**src/rtl/core/spimbo_pkg.sv**
```systemverilog
`timescale 1ns / 1ps

package spimbo_pkg;

    // Word length of one serial transfer.
    localparam int BITS_PER_WORD = 8;
    localparam int BIT_IDX_W     = $clog2(BITS_PER_WORD + 1);

    typedef logic [BITS_PER_WORD-1:0] t_word;
    typedef logic [BIT_IDX_W-1:0]     t_bit_idx;

    // Command codes on the action field.
    localparam logic [2:0] ACTION_TICK  = 3'd0;
    localparam logic [2:0] ACTION_BEGIN = 3'd1;
    localparam logic [2:0] ACTION_XFER  = 3'd2;
    localparam logic [2:0] ACTION_END   = 3'd3;
    localparam logic [2:0] ACTION_DUMMY = 3'd4;

    // Activity state codes.
    localparam logic [1:0] ACT_IDLE  = 2'd0;
    localparam logic [1:0] ACT_XFER  = 2'd1;
    localparam logic [1:0] ACT_DUMMY = 2'd2;

    // Register indexes on the APB port.
    localparam logic [1:0] REG_SPI_MODE  = 2'd0;
    localparam logic [1:0] REG_LSB_FIRST = 2'd1;
    localparam logic [1:0] REG_HALF_DLY  = 2'd2;

    localparam int    ADDR_W    = 4;
    localparam t_word WORD_ONES = '1;

    // Bit reversal of one word.
    function automatic t_word flip_word(input t_word v);
        t_word r;
        for (int i = 0; i < BITS_PER_WORD; i++) begin
            r[i] = v[BITS_PER_WORD-1-i];
        end
        return r;
    endfunction

endpackage

```
**src/rtl/core/spi_master_mode_bitorder_unit.sv**
```systemverilog
`timescale 1ns / 1ps

// SPI master with selectable CPOL/CPHA mode and bit order. Every input beat is
// one tick of the serial clock generator: it carries a command (tick only,
// begin, transfer word, end, dummy clocks) plus the sampled MISO level, and
// yields exactly one result beat holding the line levels (sclk, mosi, cs_n)
// after that tick, the received word with rx_valid on the completing tick, and
// busy. A clock half lasts half_period_delay+1 ticks, so a word takes
// 2*BITS_PER_WORD*(half_period_delay+1) beats. Commands other than tick are
// ignored while busy; busy already drops on the completing tick. Throughput is
// one beat per clock: the tick logic sits between the state registers and a
// single output register, and a new beat is taken whenever that register is
// empty or being drained, so the result appears in the cycle after acceptance.
// Configuration (APB, registers at 0x0 mode, 0x4 lsb_first, 0x8 delay) must be
// written only while the block is idle; pready is tied high.
module spi_master_mode_bitorder_unit (
    input  logic        i_clk,
    input  logic        i_rst_n,
    // APB configuration port
    input  logic        psel,
    input  logic        penable,
    input  logic        pwrite,
    input  logic [spimbo_pkg::ADDR_W-1:0] paddr,
    input  logic [31:0] pwdata,
    output logic [31:0] prdata,
    output logic        pready,
    // tick input channel
    input  logic        i_in_valid,
    output logic        o_in_ready,
    input  logic [2:0]  i_action,
    input  logic [7:0]  i_tx_byte,
    input  logic [7:0]  i_dummy_count,
    input  logic        i_miso,
    // result channel
    output logic        o_out_valid,
    input  logic        i_out_ready,
    output logic        o_sclk,
    output logic        o_mosi,
    output logic        o_cs_n,
    output logic [7:0]  o_rx_byte,
    output logic        o_rx_valid,
    output logic        o_busy_res
);

    // configuration registers
    logic [1:0] r_spi_mode;
    logic       r_lsb_first;
    logic [7:0] r_half_dly;

    // engine state
    logic [1:0]             r_activity;
    spimbo_pkg::t_word      r_tx_shift;
    spimbo_pkg::t_word      r_rx_shift;
    spimbo_pkg::t_bit_idx   r_bit_index;
    logic                   r_edge_half;
    logic [7:0]             r_delay_count;
    logic                   r_clock_level;
    logic                   r_mosi_level;
    logic                   r_select_active;
    logic [7:0]             r_dummy_left;

    // next state
    logic [1:0]             n_activity;
    spimbo_pkg::t_word      n_tx_shift;
    spimbo_pkg::t_word      n_rx_shift;
    spimbo_pkg::t_bit_idx   n_bit_index;
    logic                   n_edge_half;
    logic [7:0]             n_delay_count;
    logic                   n_clock_level;
    logic                   n_mosi_level;
    logic                   n_select_active;
    logic [7:0]             n_dummy_left;
    logic [7:0]             n_rx_out;
    logic                   n_rx_valid;

    // output register
    logic       r_out_valid;
    logic       r_sclk;
    logic       r_mosi;
    logic       r_cs_n;
    logic [7:0] r_rx_byte;
    logic       r_rx_valid;
    logic       r_busy;

    logic w_in_acc;
    logic w_cfg_wr;

    assign pready     = 1'b1;
    assign w_cfg_wr   = psel && penable && pwrite;
    assign o_in_ready = !r_out_valid || i_out_ready;
    assign w_in_acc   = i_in_valid && o_in_ready;

    // ------------------------------------------------------------------
    // APB register file
    // ------------------------------------------------------------------
    always_ff @(posedge i_clk) begin
        if (!i_rst_n) begin
            r_spi_mode  <= 2'd0;
            r_lsb_first <= 1'b0;
            r_half_dly  <= 8'd0;
        end else if (w_cfg_wr) begin
            case (paddr[3:2])
                spimbo_pkg::REG_SPI_MODE:  r_spi_mode  <= pwdata[1:0];
                spimbo_pkg::REG_LSB_FIRST: r_lsb_first <= pwdata[0];
                spimbo_pkg::REG_HALF_DLY:  r_half_dly  <= pwdata[7:0];
                default: ;
            endcase
        end
    end

    always_comb begin
        case (paddr[3:2])
            spimbo_pkg::REG_SPI_MODE:  prdata = {30'd0, r_spi_mode};
            spimbo_pkg::REG_LSB_FIRST: prdata = {31'd0, r_lsb_first};
            spimbo_pkg::REG_HALF_DLY:  prdata = {24'd0, r_half_dly};
            default:                   prdata = 32'd0;
        endcase
    end

    // ------------------------------------------------------------------
    // One tick: command decode (idle only), then the clock engine
    // ------------------------------------------------------------------
    always_comb begin
        logic lead;
        spimbo_pkg::t_word rx_word;

        n_activity      = r_activity;
        n_tx_shift      = r_tx_shift;
        n_rx_shift      = r_rx_shift;
        n_bit_index     = r_bit_index;
        n_edge_half     = r_edge_half;
        n_delay_count   = r_delay_count;
        n_clock_level   = r_clock_level;
        n_mosi_level    = r_mosi_level;
        n_select_active = r_select_active;
        n_dummy_left    = r_dummy_left;
        n_rx_out        = 8'd0;
        n_rx_valid      = 1'b0;
        lead            = 1'b0;
        rx_word         = '0;

        if (r_activity == spimbo_pkg::ACT_IDLE) begin
            case (i_action)
                spimbo_pkg::ACTION_BEGIN: begin
                    n_clock_level   = r_spi_mode[1];
                    n_mosi_level    = 1'b1;
                    n_select_active = 1'b1;
                end
                spimbo_pkg::ACTION_XFER: begin
                    n_activity    = spimbo_pkg::ACT_XFER;
                    n_tx_shift    = r_lsb_first ? spimbo_pkg::t_word'(i_tx_byte)
                                  : spimbo_pkg::flip_word(spimbo_pkg::t_word'(i_tx_byte));
                    n_rx_shift    = '0;
                    n_bit_index   = '0;
                    n_edge_half   = 1'b0;
                    n_delay_count = 8'd0;
                end
                spimbo_pkg::ACTION_END: begin
                    n_select_active = 1'b0;
                end
                spimbo_pkg::ACTION_DUMMY: begin
                    if (i_dummy_count != 8'd0) begin
                        n_activity    = spimbo_pkg::ACT_DUMMY;
                        n_dummy_left  = i_dummy_count;
                        n_tx_shift    = spimbo_pkg::WORD_ONES;
                        n_rx_shift    = '0;
                        n_bit_index   = '0;
                        n_edge_half   = 1'b0;
                        n_delay_count = 8'd0;
                    end
                end
                default: ;
            endcase
        end

        if (n_activity != spimbo_pkg::ACT_IDLE) begin
            // first tick of a half: toggle the clock, shift out / sample
            if (n_delay_count == 8'd0) begin
                lead          = !n_edge_half;
                n_clock_level = !n_clock_level;
                if (lead) begin
                    n_mosi_level = n_tx_shift[0];
                    n_tx_shift   = n_tx_shift >> 1;
                end
                if (lead == !r_spi_mode[0]) begin
                    n_rx_shift = {n_rx_shift[spimbo_pkg::BITS_PER_WORD-2:0], i_miso};
                end
            end
            if (n_delay_count >= r_half_dly) begin
                n_delay_count = 8'd0;
                if (!n_edge_half) begin
                    n_edge_half = 1'b1;
                end else begin
                    n_edge_half = 1'b0;
                    n_bit_index = n_bit_index + spimbo_pkg::t_bit_idx'(1);
                    if (n_bit_index == spimbo_pkg::t_bit_idx'(spimbo_pkg::BITS_PER_WORD)) begin
                        if (n_activity == spimbo_pkg::ACT_XFER) begin
                            rx_word    = r_lsb_first ? spimbo_pkg::flip_word(n_rx_shift)
                                                     : n_rx_shift;
                            n_rx_out   = 8'(rx_word);
                            n_rx_valid = 1'b1;
                            n_activity = spimbo_pkg::ACT_IDLE;
                        end else begin
                            n_dummy_left = n_dummy_left - 8'd1;
                            if (n_dummy_left == 8'd0) begin
                                n_activity = spimbo_pkg::ACT_IDLE;
                            end else begin
                                n_tx_shift  = spimbo_pkg::WORD_ONES;
                                n_rx_shift  = '0;
                                n_bit_index = '0;
                            end
                        end
                    end
                end
            end else begin
                n_delay_count = n_delay_count + 8'd1;
            end
        end
    end

    // ------------------------------------------------------------------
    // State and output registers, advanced once per accepted beat
    // ------------------------------------------------------------------
    always_ff @(posedge i_clk) begin
        if (!i_rst_n) begin
            r_activity      <= spimbo_pkg::ACT_IDLE;
            r_tx_shift      <= '0;
            r_rx_shift      <= '0;
            r_bit_index     <= '0;
            r_edge_half     <= 1'b0;
            r_delay_count   <= 8'd0;
            r_clock_level   <= 1'b0;
            r_mosi_level    <= 1'b1;
            r_select_active <= 1'b0;
            r_dummy_left    <= 8'd0;
        end else if (w_in_acc) begin
            r_activity      <= n_activity;
            r_tx_shift      <= n_tx_shift;
            r_rx_shift      <= n_rx_shift;
            r_bit_index     <= n_bit_index;
            r_edge_half     <= n_edge_half;
            r_delay_count   <= n_delay_count;
            r_clock_level   <= n_clock_level;
            r_mosi_level    <= n_mosi_level;
            r_select_active <= n_select_active;
            r_dummy_left    <= n_dummy_left;
        end
    end

    always_ff @(posedge i_clk) begin
        if (!i_rst_n) begin
            r_out_valid <= 1'b0;
        end else if (w_in_acc) begin
            r_out_valid <= 1'b1;
        end else if (i_out_ready) begin
            r_out_valid <= 1'b0;
        end
    end

    // result payload; no reset needed
    always_ff @(posedge i_clk) begin
        if (w_in_acc) begin
            r_sclk     <= n_clock_level;
            r_mosi     <= n_mosi_level;
            r_cs_n     <= !n_select_active;
            r_rx_byte  <= n_rx_out;
            r_rx_valid <= n_rx_valid;
            r_busy     <= (n_activity != spimbo_pkg::ACT_IDLE);
        end
    end

    assign o_out_valid = r_out_valid;
    assign o_sclk      = r_sclk;
    assign o_mosi      = r_mosi;
    assign o_cs_n      = r_cs_n;
    assign o_rx_byte   = r_rx_byte;
    assign o_rx_valid  = r_rx_valid;
    assign o_busy_res  = r_busy;

    // ------------------------------------------------------------------
    // Assertions
    // ------------------------------------------------------------------
    a_acc_gives_result: assert property (@(posedge i_clk) disable iff (!i_rst_n)
        w_in_acc |=> r_out_valid)
        else $error("accepted beat produced no result");

    a_done_not_busy: assert property (@(posedge i_clk) disable iff (!i_rst_n)
        (r_out_valid && r_rx_valid) |-> !r_busy)
        else $error("rx_valid reported while still busy");

    a_idle_clean: assert property (@(posedge i_clk) disable iff (!i_rst_n)
        (r_activity == spimbo_pkg::ACT_IDLE) |-> (!r_edge_half && r_delay_count == 8'd0))
        else $error("idle engine left mid-half");

    a_bit_range: assert property (@(posedge i_clk) disable iff (!i_rst_n)
        (r_activity != spimbo_pkg::ACT_IDLE)
            |-> (r_bit_index < spimbo_pkg::t_bit_idx'(spimbo_pkg::BITS_PER_WORD)))
        else $error("bit index past word end while active");

endmodule

```
**config.mk**
```make
export PLATFORM = sky130hd
export DESIGN_NAME = spi_master_mode_bitorder_unit
export DESIGN_NICKNAME = d
export VERILOG_FILES = /design/src/rtl/core/spimbo_pkg.sv /design/src/rtl/core/spi_master_mode_bitorder_unit.sv
export SDC_FILE = /design/constraint.sdc
export NUM_CORES = 1
export LEC_CHECK = 0
export BUFFER_PORTS_ARGS = -buffer_cell sky130_fd_sc_hd__buf_2
export CAP_MARGIN = 25
export CORE_ASPECT_RATIO = 0.7
export CORE_UTILIZATION = 40
export CTS_BUF_LIST = sky130_fd_sc_hd__clkbuf_2
export DETAILED_ROUTE_END_ITERATION = 7
export PLACE_DENSITY = 0.62
export SETUP_SLACK_MARGIN = 0.2
export SLEW_MARGIN = 20
export SYNTH_ARGS = -nofsm -noshare
export SYNTH_HDL_FRONTEND = slang
export SYNTH_SLANG_ARGS = --single-unit
```
**constraint.sdc**
```tcl
create_clock -name i_clk -period 5 [get_ports i_clk]
set_input_delay 1 -clock i_clk [delete_from_list [all_inputs] [get_ports i_clk]]
set_output_delay 1 -clock i_clk [all_outputs]
set_load 0.01 [all_outputs]
```
==> impl_metrics.ini <==
[status]
outcome = completed

[drt]
wl_per_cell_um = 14.4
antenna_left = 0
avgViaCountPerCell = 5.40
via_count = 3909
drtIter0Drc = 327
totalWireLength_um = 10400
dr.pass1.iters = 5
drc = 0

[global_routing]
grt_pass1_wl_um = 17300
antenna_found_initial = 0
grt_pass1_vias = 3588
grt_start_max_net_pins = 40
grt.total_usage_pct = 18.7
gr-total-overflow = 0

[die]
die_area_mm2 = 0.0115
design.portCount = 111
start_util_pct = 42.0
row_count = 31
placeableCoreArea_mm2 = 0.0106
die-width_um = 128
die_h_um = 90.1

[final_layout]
ff_latch_area_mm2 = 0.00147
drive_above_1_share_pct = 21.0
diodes = 0
layout_common_cells = buf_2, dfxtp_1, nor2_1
fin_util_pct = 46.8
finalNonFillerCells = 724
num-fill-cells = 1055
fin_nets = 648
multi_input_area_mm2 = 0.00267
area_growth_pct = 11.4
design_area_mm2 = 0.00494
final_common_cell = buf_2

[critical_path]
path_max_fanout = 15
path_class = input pin to register
arrival_ns = 4.28
start_kind = input pin
required_ns = 5.35
cp-end-kind = register

[power]
internal_power_uw = 867
power_per_cell_area_mw_per_mm2 = 251
sw_frac_of_total_pct = 30.1
p_clk_share_pct = 35.6
leakagePower_nw = 1.92
p_comb_share_pct = 17.4
p_seq_share_pct = 47.1
p_switching_uw = 373
peakVddDrop_uv = 111

[sta]
rsz0062_at_grt = false
maxSlewHeadroom_pct = 35.0
setup-violations-final = 0
hold_viol = 0
final-max-slew-violation-count = 0
finalCriticalPeriod_ns = 3.93
worst_slew_pin_slew_ns = 0.974
period_share_pct = 78.6
setup_tns_ns = 0
clock.fmax_mhz = 254
skew_ns = 0.0380

[cts]
clk_pin_slew_ns = 0.22
insertion_delay_ns = 0.56
cts_tree = done
cts_made_buffers = 9
htreeDepth = 3
holdBufCountCts = 0
post_cts_buffers = 0
cts_buffer_depth = 2
cts_resized = 0
cts.sinks = 67
clock-root-buffer = clkbuf_2

[synth]
synth_seq_cells = 67
synthTopCellsByArea = dfxtp_1, edfxtp_1, mux2i_1
synth-edff-count = 13
synth.largest_area_cell = dfxtp_1
yosysTopAreaCellShare_pct = 24.4
netlist_area_mm2 = 0.00443
yosys_warnings = 0
seq_area_frac_synth_pct = 33.2
synth_cell_types = 73
async_reset_ff_share_pct = 0
syn_area_per_cell_um2 = 8.56
synth_flop_cell = dfxtp_1
synthCells = 518

[placed_design]
portBuffers = 59
post-dp-hpwl_um = 7640
gp_congestion = 0.900
dp.cells = 708
place_area_mm2 = 0.00477

[flow_run]
drv_cap = 0

[hold_path]
hold_path_class = register to register
-- cell usage after synthesis (5+ instances only) --
cell / n
a22oi_1: 6
inv_1: 21
mux2i_1: 27
nand3_1: 28
nor4_1: 6
a31oi_1: 12
nand2b_1: 6
nor2b_1: 5
and2_1: 17
a21oi_1: 29
nand2_1: 42
o21ai_0: 22
ha_1: 14
clkbuf_1: 16
dfxtp_1: 54
nor3_1: 9
and3_1: 5
edfxtp_1: 13
xnor2_1: 10
buf_4: 26
nor2_1: 48
mux2_2: 5
-- area by class of cell --
| type | count | share of cell area [%] |
|---|---|---|
| Multi-Input combinational cell | 404 | 54.1 |
| Sequential cell | 67 | 29.8 |
| Timing Repair Buffer | 68 | 7.35 |
| Tap cell | 148 | 3.75 |
| Clock inverter | 7 | 2.51 |
| Inverter | 21 | 1.60 |
| Clock buffer | 9 | 0.912 |
-- per-stage QoR --
stage	power (mW)	hold WS [ns]	setup slack [ns]
floorplan	0.756	0.436	0.668
global placement	0.802	0.442	0.494
detailed placement	0.807	0.451	0.450
CTS	1.25	0.476	1.09
global route	1.29	0.509	0.797
finish	1.24	0.476	1.07
-- critical path, cell delays in order --
cell and delay [ns]:
buf_2 0.14, nor4_1 0.37, nand3_1 0.22, a21boi_1 0.28
buf_4 0.24, and2_1 0.19, ha_1 0.24, a21o_1 0.15
a21oi_1 0.15, o21ai_0 0.12, a31oi_1 0.17, buf_4 0.19
nor3_1 0.10, nand2_1 0.31, nor2_1 0.12, mux2_2 0.28
-- metal layers --
layer | share of wire (%) | track usage, % | wire [um]
met5 | 0 | 0 | 0
met4 | 1.1 | 4.61 | 110
met3 | 5.8 | 4.58 | 604
met2 | 43 | 28.8 | 4540
met1 | 50 | 26.2 | 5180
-- registers in the layout (all words and copies together), names as in the netlist --
signal	count
o_busy_res	1
o_rx_byte	8
r_edge_half	1
r_spi_mode	2
r_select_active	1
r_rx_shift	8
r_mosi_level	1
r_delay_count	8
o_cs_n	1
r_activity	2
r_lsb_first	1
r_clock_level	1
o_sclk	1
o_out_valid	1
r_bit_index	4
o_mosi	1
r_half_dly	8
o_rx_valid	1
r_dummy_left	8
r_tx_shift	8
-- path summary, 6_finish.rpt --
check                                   from                    endpoint  slack [ns]  depth (start not counted)
setup / recovery            i_dummy_count[4]  o_rx_byte[0]$_SDFFCE_PN0P_        1.07                         16
hold / removal    r_tx_shift[2]$_SDFFE_PN0P_  r_tx_shift[2]$_SDFFE_PN0P_        0.48                          2
setup reg to reg  r_activity[1]$_SDFFE_PN0P_  o_rx_byte[7]$_SDFFCE_PN0P_        1.20                         15
hold reg to reg   r_tx_shift[2]$_SDFFE_PN0P_  r_tx_shift[2]$_SDFFE_PN0P_        0.48                          2
-- cells by family after synthesis --
| family | synth area share [%] |
|---|---|
| xor+xnor | 2.37 |
| mux | 7.37 |
| compound gates | 19.4 |
| other cells | 0.169 |
| buf+inv | 8.50 |
| fa+ha+maj | 3.95 |
| flops | 33.2 |
| simple gates | 25.0 |
-- power groups by stage --
stage | Sequential (mW) | Combinational (mW) | Clock [mW]
5_1_grt | 0.587 | 0.239 | 0.468
2_1_floorplan | 0.595 | 0.161 | 0
6_report | 0.583 | 0.215 | 0.441
3_5_place_dp | 0.594 | 0.213 | 0
4_1_cts | 0.583 | 0.214 | 0.450
3_3_place_gp | 0.594 | 0.208 | 0
Power figures use the tool's default switching activity.
